`config.mk`:
```
export PLATFORM = sky130hd
export DESIGN_NAME = dhcp_option_extractor
export DESIGN_NICKNAME = d
export VERILOG_FILES = /design/src/rtl/dhcpx_pkg.sv /design/src/rtl/dhcpx_walk.sv /design/src/rtl/dhcp_option_extractor.sv
export SDC_FILE = /design/constraint.sdc
export NUM_CORES = 1
export LEC_CHECK = 0
export BUFFER_PORTS_ARGS = -buffer_cell sky130_fd_sc_hd__buf_4
export CORE_ASPECT_RATIO = 1.4
export CORE_MARGIN = 2
export CORE_UTILIZATION = 26
export CTS_CLUSTER_SIZE = 30
export DETAILED_ROUTE_END_ITERATION = 8
export HOLD_SLACK_MARGIN = 0.08
export PLACE_DENSITY = 0.49
export SLEW_MARGIN = 15
export SYNTH_ARGS = -nofsm -noshare
export SYNTH_HDL_FRONTEND = slang
export SYNTH_SLANG_ARGS = --single-unit
```
`constraint.sdc`:
```
create_clock -name clk_i -period 2.85 [get_ports clk_i]
set_clock_uncertainty 0.05 [all_clocks]
set_input_delay 0 -clock clk_i [delete_from_list [all_inputs] [get_ports clk_i]]
set_output_delay 0 -clock clk_i [all_outputs]
set_load 0.005 [all_outputs]
```
`src/rtl/dhcpx_pkg.sv`:
```
`timescale 1ns / 1ps

package dhcpx_pkg;

  // bytes of the options area that are examined per frame
  localparam int AREA_BYTES = 312;
  localparam int POS_W = $clog2(AREA_BYTES + 1);

  localparam logic [7:0] WANTED_RESET = 8'hFC;
  localparam logic [7:0] OPT_PAD = 8'h00;
  localparam logic [7:0] OPT_END = 8'hFF;

  localparam logic [7:0] MAGIC_COOKIE [4] = '{8'h63, 8'h82, 8'h53, 8'h63};

  typedef enum logic [2:0] {
    KIND_VALUE    = 3'd0,
    KIND_EMPTY    = 3'd1,
    KIND_NOTFOUND = 3'd2,
    KIND_BADMAGIC = 3'd3,
    KIND_TRUNC    = 3'd4
  } kind_e;

  // one result produced by the option walker
  typedef struct packed {
    logic       valid;
    kind_e      kind;
    logic [7:0] vbyte;
    logic [7:0] vlen;
    logic       last;
  } dhcpx_res_t;

endpackage

```
`src/rtl/dhcpx_walk.sv`:
```
`timescale 1ns / 1ps

module dhcpx_walk
  import dhcpx_pkg::*;
(
  input  logic       clk_i,
  input  logic       rst_ni,
  input  logic       step_i,
  input  logic [7:0] opt_byte_i,
  input  logic       frame_last_i,
  input  logic [7:0] wanted_type_i,
  output dhcpx_res_t res_o
);

  typedef enum logic [2:0] {
    PH_MAGIC     = 3'd0,
    PH_TYPE      = 3'd1,
    PH_LEN_OTHER = 3'd2,
    PH_LEN_MATCH = 3'd3,
    PH_SKIP      = 3'd4,
    PH_VALUE     = 3'd5,
    PH_DONE      = 3'd6
  } phase_e;

  phase_e           phase_q, phase_d;
  logic [1:0]       magic_idx_q, magic_idx_d;
  logic             magic_ok_q, magic_ok_d;
  logic [7:0]       remain_q, remain_d;
  logic [7:0]       cur_len_q, cur_len_d;
  logic [POS_W-1:0] pos_q, pos_d;
  logic             area_end;
  logic             ok_next;
  dhcpx_res_t       res;

  // next state and result for the byte on the input
  always_comb begin
    phase_d     = phase_q;
    magic_idx_d = magic_idx_q;
    magic_ok_d  = magic_ok_q;
    remain_d    = remain_q;
    cur_len_d   = cur_len_q;
    pos_d       = pos_q;
    res         = '0;
    area_end    = pos_q >= POS_W'(AREA_BYTES - 1);
    ok_next     = magic_ok_q & (opt_byte_i == MAGIC_COOKIE[magic_idx_q]);

    if (phase_q != PH_DONE && pos_q < POS_W'(AREA_BYTES)) begin
      case (phase_q)
        PH_MAGIC: begin
          magic_ok_d = ok_next;
          if (magic_idx_q == 2'd3) begin
            magic_idx_d = 2'd0;
            if (!ok_next) begin
              res.valid = 1'b1;
              res.kind  = KIND_BADMAGIC;
              res.last  = 1'b1;
              phase_d   = PH_DONE;
            end else begin
              phase_d = PH_TYPE;
            end
          end else begin
            magic_idx_d = magic_idx_q + 2'd1;
          end
        end
        PH_TYPE: begin
          if (opt_byte_i == OPT_END) begin
            res.valid = 1'b1;
            res.kind  = KIND_NOTFOUND;
            res.last  = 1'b1;
            phase_d   = PH_DONE;
          end else if (opt_byte_i != OPT_PAD) begin
            phase_d = (opt_byte_i == wanted_type_i) ? PH_LEN_MATCH : PH_LEN_OTHER;
          end
        end
        PH_LEN_OTHER: begin
          remain_d = opt_byte_i;
          phase_d  = (opt_byte_i != 8'd0) ? PH_SKIP : PH_TYPE;
        end
        PH_LEN_MATCH: begin
          cur_len_d = opt_byte_i;
          if (opt_byte_i == 8'd0) begin
            res.valid = 1'b1;
            res.kind  = KIND_EMPTY;
            res.last  = 1'b1;
            phase_d   = PH_DONE;
          end else begin
            remain_d = opt_byte_i;
            phase_d  = PH_VALUE;
          end
        end
        PH_SKIP: begin
          remain_d = remain_q - 8'd1;
          if (remain_q == 8'd1) begin
            phase_d = PH_TYPE;
          end
        end
        PH_VALUE: begin
          remain_d  = remain_q - 8'd1;
          res.valid = 1'b1;
          res.kind  = KIND_VALUE;
          res.vbyte = opt_byte_i;
          res.vlen  = cur_len_q;
          res.last  = (remain_q == 8'd1);
          if (remain_q == 8'd1) begin
            phase_d = PH_DONE;
          end
        end
        default: begin
          phase_d = phase_q;
        end
      endcase
      pos_d = pos_q + POS_W'(1);

      // frame or area ends before an answer was given
      if ((frame_last_i || area_end) && phase_d != PH_DONE) begin
        res       = '0;
        res.valid = 1'b1;
        res.last  = 1'b1;
        case (phase_d)
          PH_MAGIC:     res.kind = KIND_BADMAGIC;
          PH_LEN_MATCH: res.kind = KIND_TRUNC;
          PH_VALUE: begin
            res.kind = KIND_TRUNC;
            res.vlen = cur_len_d;
          end
          default:      res.kind = KIND_NOTFOUND;
        endcase
        phase_d = PH_DONE;
      end
    end

    // the last byte of a frame starts the next one fresh
    if (frame_last_i) begin
      phase_d     = PH_MAGIC;
      magic_idx_d = 2'd0;
      magic_ok_d  = 1'b1;
      remain_d    = 8'd0;
      cur_len_d   = 8'd0;
      pos_d       = '0;
    end
  end

  // walker state, advanced once per input transfer
  always_ff @(posedge clk_i or negedge rst_ni) begin
    if (!rst_ni) begin
      phase_q     <= PH_MAGIC;
      magic_idx_q <= 2'd0;
      magic_ok_q  <= 1'b1;
      remain_q    <= 8'd0;
      cur_len_q   <= 8'd0;
      pos_q       <= '0;
    end else if (step_i) begin
      phase_q     <= phase_d;
      magic_idx_q <= magic_idx_d;
      magic_ok_q  <= magic_ok_d;
      remain_q    <= remain_d;
      cur_len_q   <= cur_len_d;
      pos_q       <= pos_d;
    end
  end

  assign res_o = res;

endmodule

```
`src/rtl/dhcp_option_extractor.sv`:
```
`timescale 1ns / 1ps
// output: a result is registered on the input transfer of the byte that causes it and shows in the next cycle
// input: one byte per cycle while the input is not stalled; the walker state updates once per byte
// the output register is refilled in the cycle it is taken, so input stalls only
// when a held result is itself stalled
// reset: asynchronous active low; clears the walker to the cookie check, wanted
// type to 252 and the output register to empty
module dhcp_option_extractor
  import dhcpx_pkg::*;
(
  input  logic       clk_i,
  input  logic       rst_ni,
  input  logic       in_valid_i,
  output logic       in_stall_o,
  input  logic [7:0] opt_byte_i,
  input  logic       frame_last_i,
  output logic       out_valid_o,
  input  logic       out_stall_i,
  output logic [2:0] kind_o,
  output logic [7:0] value_byte_o,
  output logic [7:0] value_length_o,
  output logic       is_last_o,
  input  logic       cfg_valid_i,
  output logic       cfg_ready_o,
  input  logic [7:0] cfg_data_i
);

  logic       in_xfer;
  logic [7:0] wanted_q;
  logic       out_valid_q, out_valid_d;
  dhcpx_res_t out_q;
  dhcpx_res_t res;

  assign in_stall_o  = out_valid_q & out_stall_i;
  assign in_xfer     = in_valid_i & ~in_stall_o;
  assign cfg_ready_o = 1'b1;

  // configuration register
  always_ff @(posedge clk_i or negedge rst_ni) begin
    if (!rst_ni) begin
      wanted_q <= WANTED_RESET;
    end else if (cfg_valid_i && cfg_ready_o) begin
      wanted_q <= cfg_data_i;
    end
  end

  dhcpx_walk u_walk (
    .clk_i        (clk_i),
    .rst_ni       (rst_ni),
    .step_i       (in_xfer),
    .opt_byte_i   (opt_byte_i),
    .frame_last_i (frame_last_i),
    .wanted_type_i(wanted_q),
    .res_o        (res)
  );

  // output register valid
  always_comb begin
    out_valid_d = out_valid_q;
    if (in_xfer) begin
      out_valid_d = res.valid;
    end else if (!out_stall_i) begin
      out_valid_d = 1'b0;
    end
  end

  always_ff @(posedge clk_i or negedge rst_ni) begin
    if (!rst_ni) begin
      out_valid_q <= 1'b0;
    end else begin
      out_valid_q <= out_valid_d;
    end
  end

  // output payload, loaded on each input transfer
  always_ff @(posedge clk_i) begin
    if (in_xfer) begin
      out_q <= res;
    end
  end

  assign out_valid_o    = out_valid_q;
  assign kind_o         = out_q.kind;
  assign value_byte_o   = out_q.vbyte;
  assign value_length_o = out_q.vlen;
  assign is_last_o      = out_q.last;

endmodule

```
-- Word-level counts from Yosys, hierarchy flattened
Index checks and enable logic that the tools add are counted.
- logic and storage cells: 107
- register bits: 60
- output and inout port bits: 23
- equal/unequal tests: 16
- order comparisons: 3
- bitwise gates (word level): 7
- mux-type cells: 50
- add/subtract/negate cells: 3
- reduce and logical (&&, ||, !) cells: 16
- operator list (kind ; count):
    2-to-1 mux 8 bit ; 9
    2-to-1 mux 21 bit ; 2
    2-to-1 mux 3 bit ; 11
    one-hot mux 8 bit (3 select lines) ; 1
    2-to-1 mux 9 bit ; 2
    one-hot mux 3 bit (6 select lines) ; 1
    binary-select mux 8 bit (select 2 bit) ; 1
    equality test 8 bit ; 2
    2-to-1 mux 16 bit ; 1
    2-to-1 mux 4 bit ; 4
    one-hot mux 4 bit (4 select lines) ; 1
    2-to-1 mux 1 bit ; 10
    2-to-1 mux 2 bit ; 5
    adder 9 x 1 -> 9 bit (second input constant) ; 1
    equality test 3 x 2 -> 1 bit (second input constant) ; 3
    equality test 3 bit (second input constant) ; 3
    greater-or-equal comparator 9 bit (second input constant) ; 1
    less-than comparator 9 bit (second input constant) ; 1
    != test 3 bit (second input constant) ; 3
    equality test 8 x 1 -> 1 bit (second input constant) ; 1
    equality test 8 bit (second input constant) ; 1
    zero test 8 bit ; 1
    nonzero test 8 bit ; 1
    subtractor 8 x 1 -> 8 bit (second input constant) ; 1
    other kinds (20) ; 28

-- Logic depth before layout (Yosys ltp)
- word-level depth: 16
- mapped depth: 9

-- Cells and area by module
From an unflattened synthesis, not the netlist that was laid out.
- cell total of the unflattened synthesis: 336
- area total of the unflattened synthesis: 3452.1 um^2
- modules (own cells, without submodules) (module ; seq. area each (um^2) ; times used ; cells an instance ; area each (um^2)):
    dhcpx_walk ; 777.0 ; 1 ; 293 ; 2453.6
    dhcp_option_extractor ; 833.3 ; 1 ; 43 ; 998.5

-- Worst setup path before layout
OpenSTA, ideal clock, no wires.
- kind: reg-to-reg
- from: reg u_walk.magic_idx_q[0]
- to: reg out_q, in the netlist value_byte_o[0] (data pin)
- cell stages (with the launch flop): 10
- setup slack: 0.667 ns
- data arrival time: 1.878 ns
- required time: 2.544 ns
- period minus slack after synthesis: 2.183 ns
- setup time: 0.256 ns
- cell sequence: dfrtp_1 inv_1 ha_1 xnor2_1 nand4b_1 nor3_1 o22ai_1 a31oi_2 o21a_2 nor2_1
- longest elaborated chain between the ends: 13
- elaborated cells between the ends (all ways): 14
- RTL lines (element ; RTL line ; text):
    start, declared ; dhcpx_walk.sv:26 ; logic [1:0] magic_idx_q, magic_idx_d;
    start signal, assigned ; dhcpx_walk.sv:154 ; magic_idx_q <= magic_idx_d;
    inverter 2 -> 3 bit (not written as such) ; dhcpx_walk.sv:45 ; ok_next = magic_ok_q & (opt_byte_i == MAGIC_COOKIE[magic_idx_q]);
    binary-select mux 8 bit (select 2 bit) ; dhcpx_walk.sv:45 ;
    2-to-1 mux 8 bit (not written as such) (2 in series) ; dhcpx_walk.sv:45 ;
    equality test 8 bit ; dhcpx_walk.sv:45 ;
    bitwise AND 1 bit ; dhcpx_walk.sv:45 ;
    2-to-1 mux 3 bit ; dhcpx_walk.sv:53 ; if (!ok_next) begin
    2-to-1 mux 3 bit * ; dhcpx_walk.sv:51 ; if (magic_idx_q == 2'd3) begin
    one-hot mux 3 bit (6 select lines) * ; dhcpx_walk.sv:48 ; case (phase_q)
    2-to-1 mux 3 bit * ; dhcpx_walk.sv:47 ; if (phase_q != PH_DONE && pos_q < POS_W'(AREA_BYTES)) begin
    != test 3 bit * ; dhcpx_walk.sv:115 ; if ((frame_last_i || area_end) && phase_d != PH_DONE) begin
    logical AND 1 bit * ; dhcpx_walk.sv:115 ;
    OR reduction 3 bit (no line) * ; -- ;
    end signal, assigned ; dhcp_option_extractor.sv:78 ; out_q <= res;
    end, declared ; dhcp_option_extractor.sv:31 ; dhcpx_res_t out_q;
Every way passes the cells marked *; elsewhere a longest branch is shown, timed or not. The select of a mux whose other input is x is not followed.
A chain may end at the register's enable or synchronous reset.

-- Worst setup path after layout
- from: reg u_walk.magic_idx_q[0]
- to: reg out_q, in the netlist value_byte_o[4] (data pin)
The elaborated chain is that of the path after synthesis.

==> summary.txt <==
Clocking
  • CTS tree: yes
  • Post-CTS Setup Repair Bufs: 0
  • Root Driver: clkbuf_16
  • Worst-path clk slew: 0.05 ns
  • Clock sink count: 60
  • Clock buffer count from CTS: 9
  • Clock latency on the worst-skew pair: 0.33 ns
  • Clock buffer depth: 2
  • CTS H-Tree Depth: 3

Critical path
  • CP arrival: 2.53 ns
  • Reg2reg start: u_walk.magic_idx_q[0]
  • Crit path launch type: flip-flop
  • Critical Path Start: u_walk.magic_idx_q[0]
  • CP max FO: 8
  • Req. time, crit path: 2.87 ns
  • Worst Setup Path Type: reg -> reg
  • Critical Path Sink Type: flip-flop

Synth
  • Synth Warn #: 0
  • Syn avg cell area: 9.62 µm²
  • Cells after Synth: 342
  • Number of synthesized flops with an enable pin: 20
  • Async SR Flop Fraction: 0.667
  • Prevailing post-synth register cell: dfrtp_1
  • Count of state elements after synthesis: 60
  • Synth unique cells: 55
  • Mapped cell area: 3290 µm²
  • Sequential area share after synthesis: 0.490
  • Syn Nets: 370

Placed design
  • Dpl cells: 524
  • Post-DP HPWL: 6580 µm
  • Buffers on Ports: 43
  • Pre-CTS setup slack: 0.315 ns
  • GPL Wtd Cong: 0.852

Floorplan
  • Core area: 12400 µm²
  • Die X-Extent: 99.1 µm
  • IO Count: 45
  • Die extent in y: 137 µm
  • DIE AREA: 13600 µm²
  • Initial Util: 0.266
  • Cell Rows: 48

Worst hold path
  • Hold Path Origin: out_stall_i
  • Hold Path Class: in -> reg

Drt
  • Initial detailed-routing violation count: 132
  • Routed vias/inst: 4.94
  • Per-cell routed wire length: 15.9 µm
  • Drt pass-1 iters: 4
  • Wirelength, routed: 9000 µm
  • DRC violations left: 0
  • Routed Antenna Nets: 0
  • Vias after detailed routing: 2799

Global routing
  • Largest net degree at the start of global routing: 41
  • GR Util All Layers: 0.139
  • Initial antenna violation count: 0
  • Grt total ovfl: 0
  • Global-route wire length before repair: 14500 µm
  • Number of global-route vias before repair: 2763

Timing
  • F_max: 0.399 GHz
  • Final setup TNS: 0 ns
  • Final WS setup: 0.345 ns
  • Pins Over Slew Limit: 0
  • RSZ-0062 raised after global routing: no
  • Slew HR: 0.590
  • Tcrit/Tclk final: 0.879
  • Worst Max-Slew Pin Slew: 0.610 ns
  • Final min period: 2.50 ns
  • Setup-violating endpoint count in the final report: 0
  • Final hold viol count: 0

Cells and area
  • # nets final: 440
  • Area taken by multi-input logic gates: 1540 µm²
  • Post-route insts no fill: 567
  • Fillers: 1273
  • Ant diodes: 0
  • Util after Layout: 0.354
  • Storage element area: 1610 µm²
  • Syn-to-layout area delta: 33.0%
  • Share of layout cells above drive strength 1: 0.209

Job
  • Maxcap violations: 0

Power and ir drop
  • Lkg Pwr: 1.85 nW
  • Power Dens Cells: 699 nW/µm²
  • Tot Pwr: 3.06 mW
  • Max VDD drop: 0.257 mV

Outcome
  • Status: completed
## per-layer routing
| metal | GRT usage | share of wire | vias up |
|---|---|---|---|
| met5 | 0 | 0 | - |
| met4 | 0.0708 | 0.019 | 0 |
| met3 | 0.0276 | 0.033 | 12 |
| met2 | 0.245 | 0.52 | 52 |
| met1 | 0.157 | 0.43 | 1360 |
| li1 | - | - | 1375 |
## metrics by stage
stage / hold slack, ns / cell area, µm²
after floorplan: -0.346 / 3290
after global placement: -0.0298 / 3770
after detailed placement: -0.0242 / 3770
after CTS: 0.0878 / 4380
after global routing: 0.113 / 4380
final: 0.0881 / 4380
## power breakdown
part / total, mW / internal, mW / switching, mW / leakage (nW)
clock: 1.21 / 0.841 / 0.371 / 0.160
sequential: 1.11 / 1.01 / 0.0941 / 0.723
combinational: 0.741 / 0.317 / 0.425 / 0.968
## layout make-up
class,instances,area share
multi-input combinational,249,0.352
clock inverter,7,0.0240
tap,150,0.0429
sequential,60,0.368
inverter,14,0.0120
clock buffer,9,0.0515
timing repair buffer,78,0.149
## state kept, by name (all words and copies together), names as in the netlist
| name | cells |
|---|---|
| u_walk.pos_q | 9 |
| u_walk.cur_len_q | 8 |
| value_length_o | 8 |
| kind_o | 3 |
| value_byte_o | 8 |
| u_walk.magic_idx_q | 2 |
| wanted_q | 8 |
| u_walk.magic_ok_q | 1 |
| u_walk.phase_q | 3 |
| out_valid_o | 1 |
| u_walk.remain_q | 8 |
| is_last_o | 1 |
## cell usage in the layout (no fill, tap or decap), types with 2 or more instances in the layout
cell type	count
dfrtp_1	33
or3_1	5
o31a_1	2
o211ai_1	2
xor2_1	12
nand4b_1	2
dfstp_2	7
o32a_1	2
ha_1	6
nor4_2	2
edfxtp_1	20
nand3_1	7
buf_4	51
nor2b_1	3
o21ai_1	8
a21oi_1	22
a21o_1	2
mux2_2	8
inv_1	13
nor3_1	13
o21a_1	3
nor4_1	5
a22o_1	16
a22oi_1	2
bufinv_16	3
o21ai_0	16
nand2_1	41
and2_1	3
nand4_1	4
dlygate4sd3_1	27
clkbuf_16	9
nor2_1	32
o22ai_1	6
clkinv_1	5
xnor2_1	3
o31ai_1	3
## kinds of logic (layout without fill, tap and decap cells)
| family | Yosys count | in the layout | synth area share |
|---|---|---|---|
| simple gates | 124 | 124 | 0.181 |
| xor+xnor | 15 | 15 | 0.0399 |
| other cells | 1 | 1 | 0.00114 |
| compound gates | 95 | 95 | 0.196 |
| mux | 8 | 8 | 0.0274 |
| fa+ha+maj | 6 | 6 | 0.0228 |
| buf+inv | 33 | 108 | 0.0418 |
| flops | 60 | 60 | 0.490 |
## worst paths after layout
path	endpoint	cells after the start	slack, ns
worst max-delay path	value_byte_o[4]	9	0.35
worst min-delay path	out_valid_o	4	0.09
worst min register to register	u_walk.cur_len_q[7]	1	0.45
max in group asynchronous	wanted_q[6]	2	2.23
min in group asynchronous	u_walk.magic_idx_q[1]	2	0.15
worst max register to register	value_byte_o[4]	9	0.35
## timing repair
action,in CTS,in global routing
hold endpoints to repair,86,0
resized for setup,0,0
hold buffers,27,0
## synth_stat cells (3+ instances only)
cell	n	area share
xor2_1	12	0.032
nor3_1	13	0.020
xnor2_1	3	0.0080
nand3_1	7	0.011
or3_1	5	0.0095
nor2b_1	3	0.0057
edfxtp_1	20	0.18
nand2_1	41	0.047
nor2_1	32	0.037
buf_2	5	0.0076
o21ai_0	16	0.024
nand4_1	4	0.0076
clkbuf_1	11	0.013
dfrtp_1	33	0.25
ha_1	6	0.023
and2_1	3	0.0057
dfstp_2	7	0.056
o21a_1	3	0.0068
nor4_1	5	0.0095
o22ai_1	6	0.011
o21ai_1	8	0.012
a22o_1	16	0.043
a21oi_1	22	0.033
inv_1	13	0.015
mux2_2	8	0.027
o31ai_1	3	0.0068
## critical path: stages, from the launching register on
cell      delay (ns)
dfrtp_1         0.41
inv_1           0.08
ha_1            0.32
xnor2_1         0.22
nand4b_1        0.14
nor3_1          0.22
o22ai_1         0.14
a31oi_2         0.29
o21a_2          0.30
nor2_1          0.08
(Power assumes the default switching activity.)
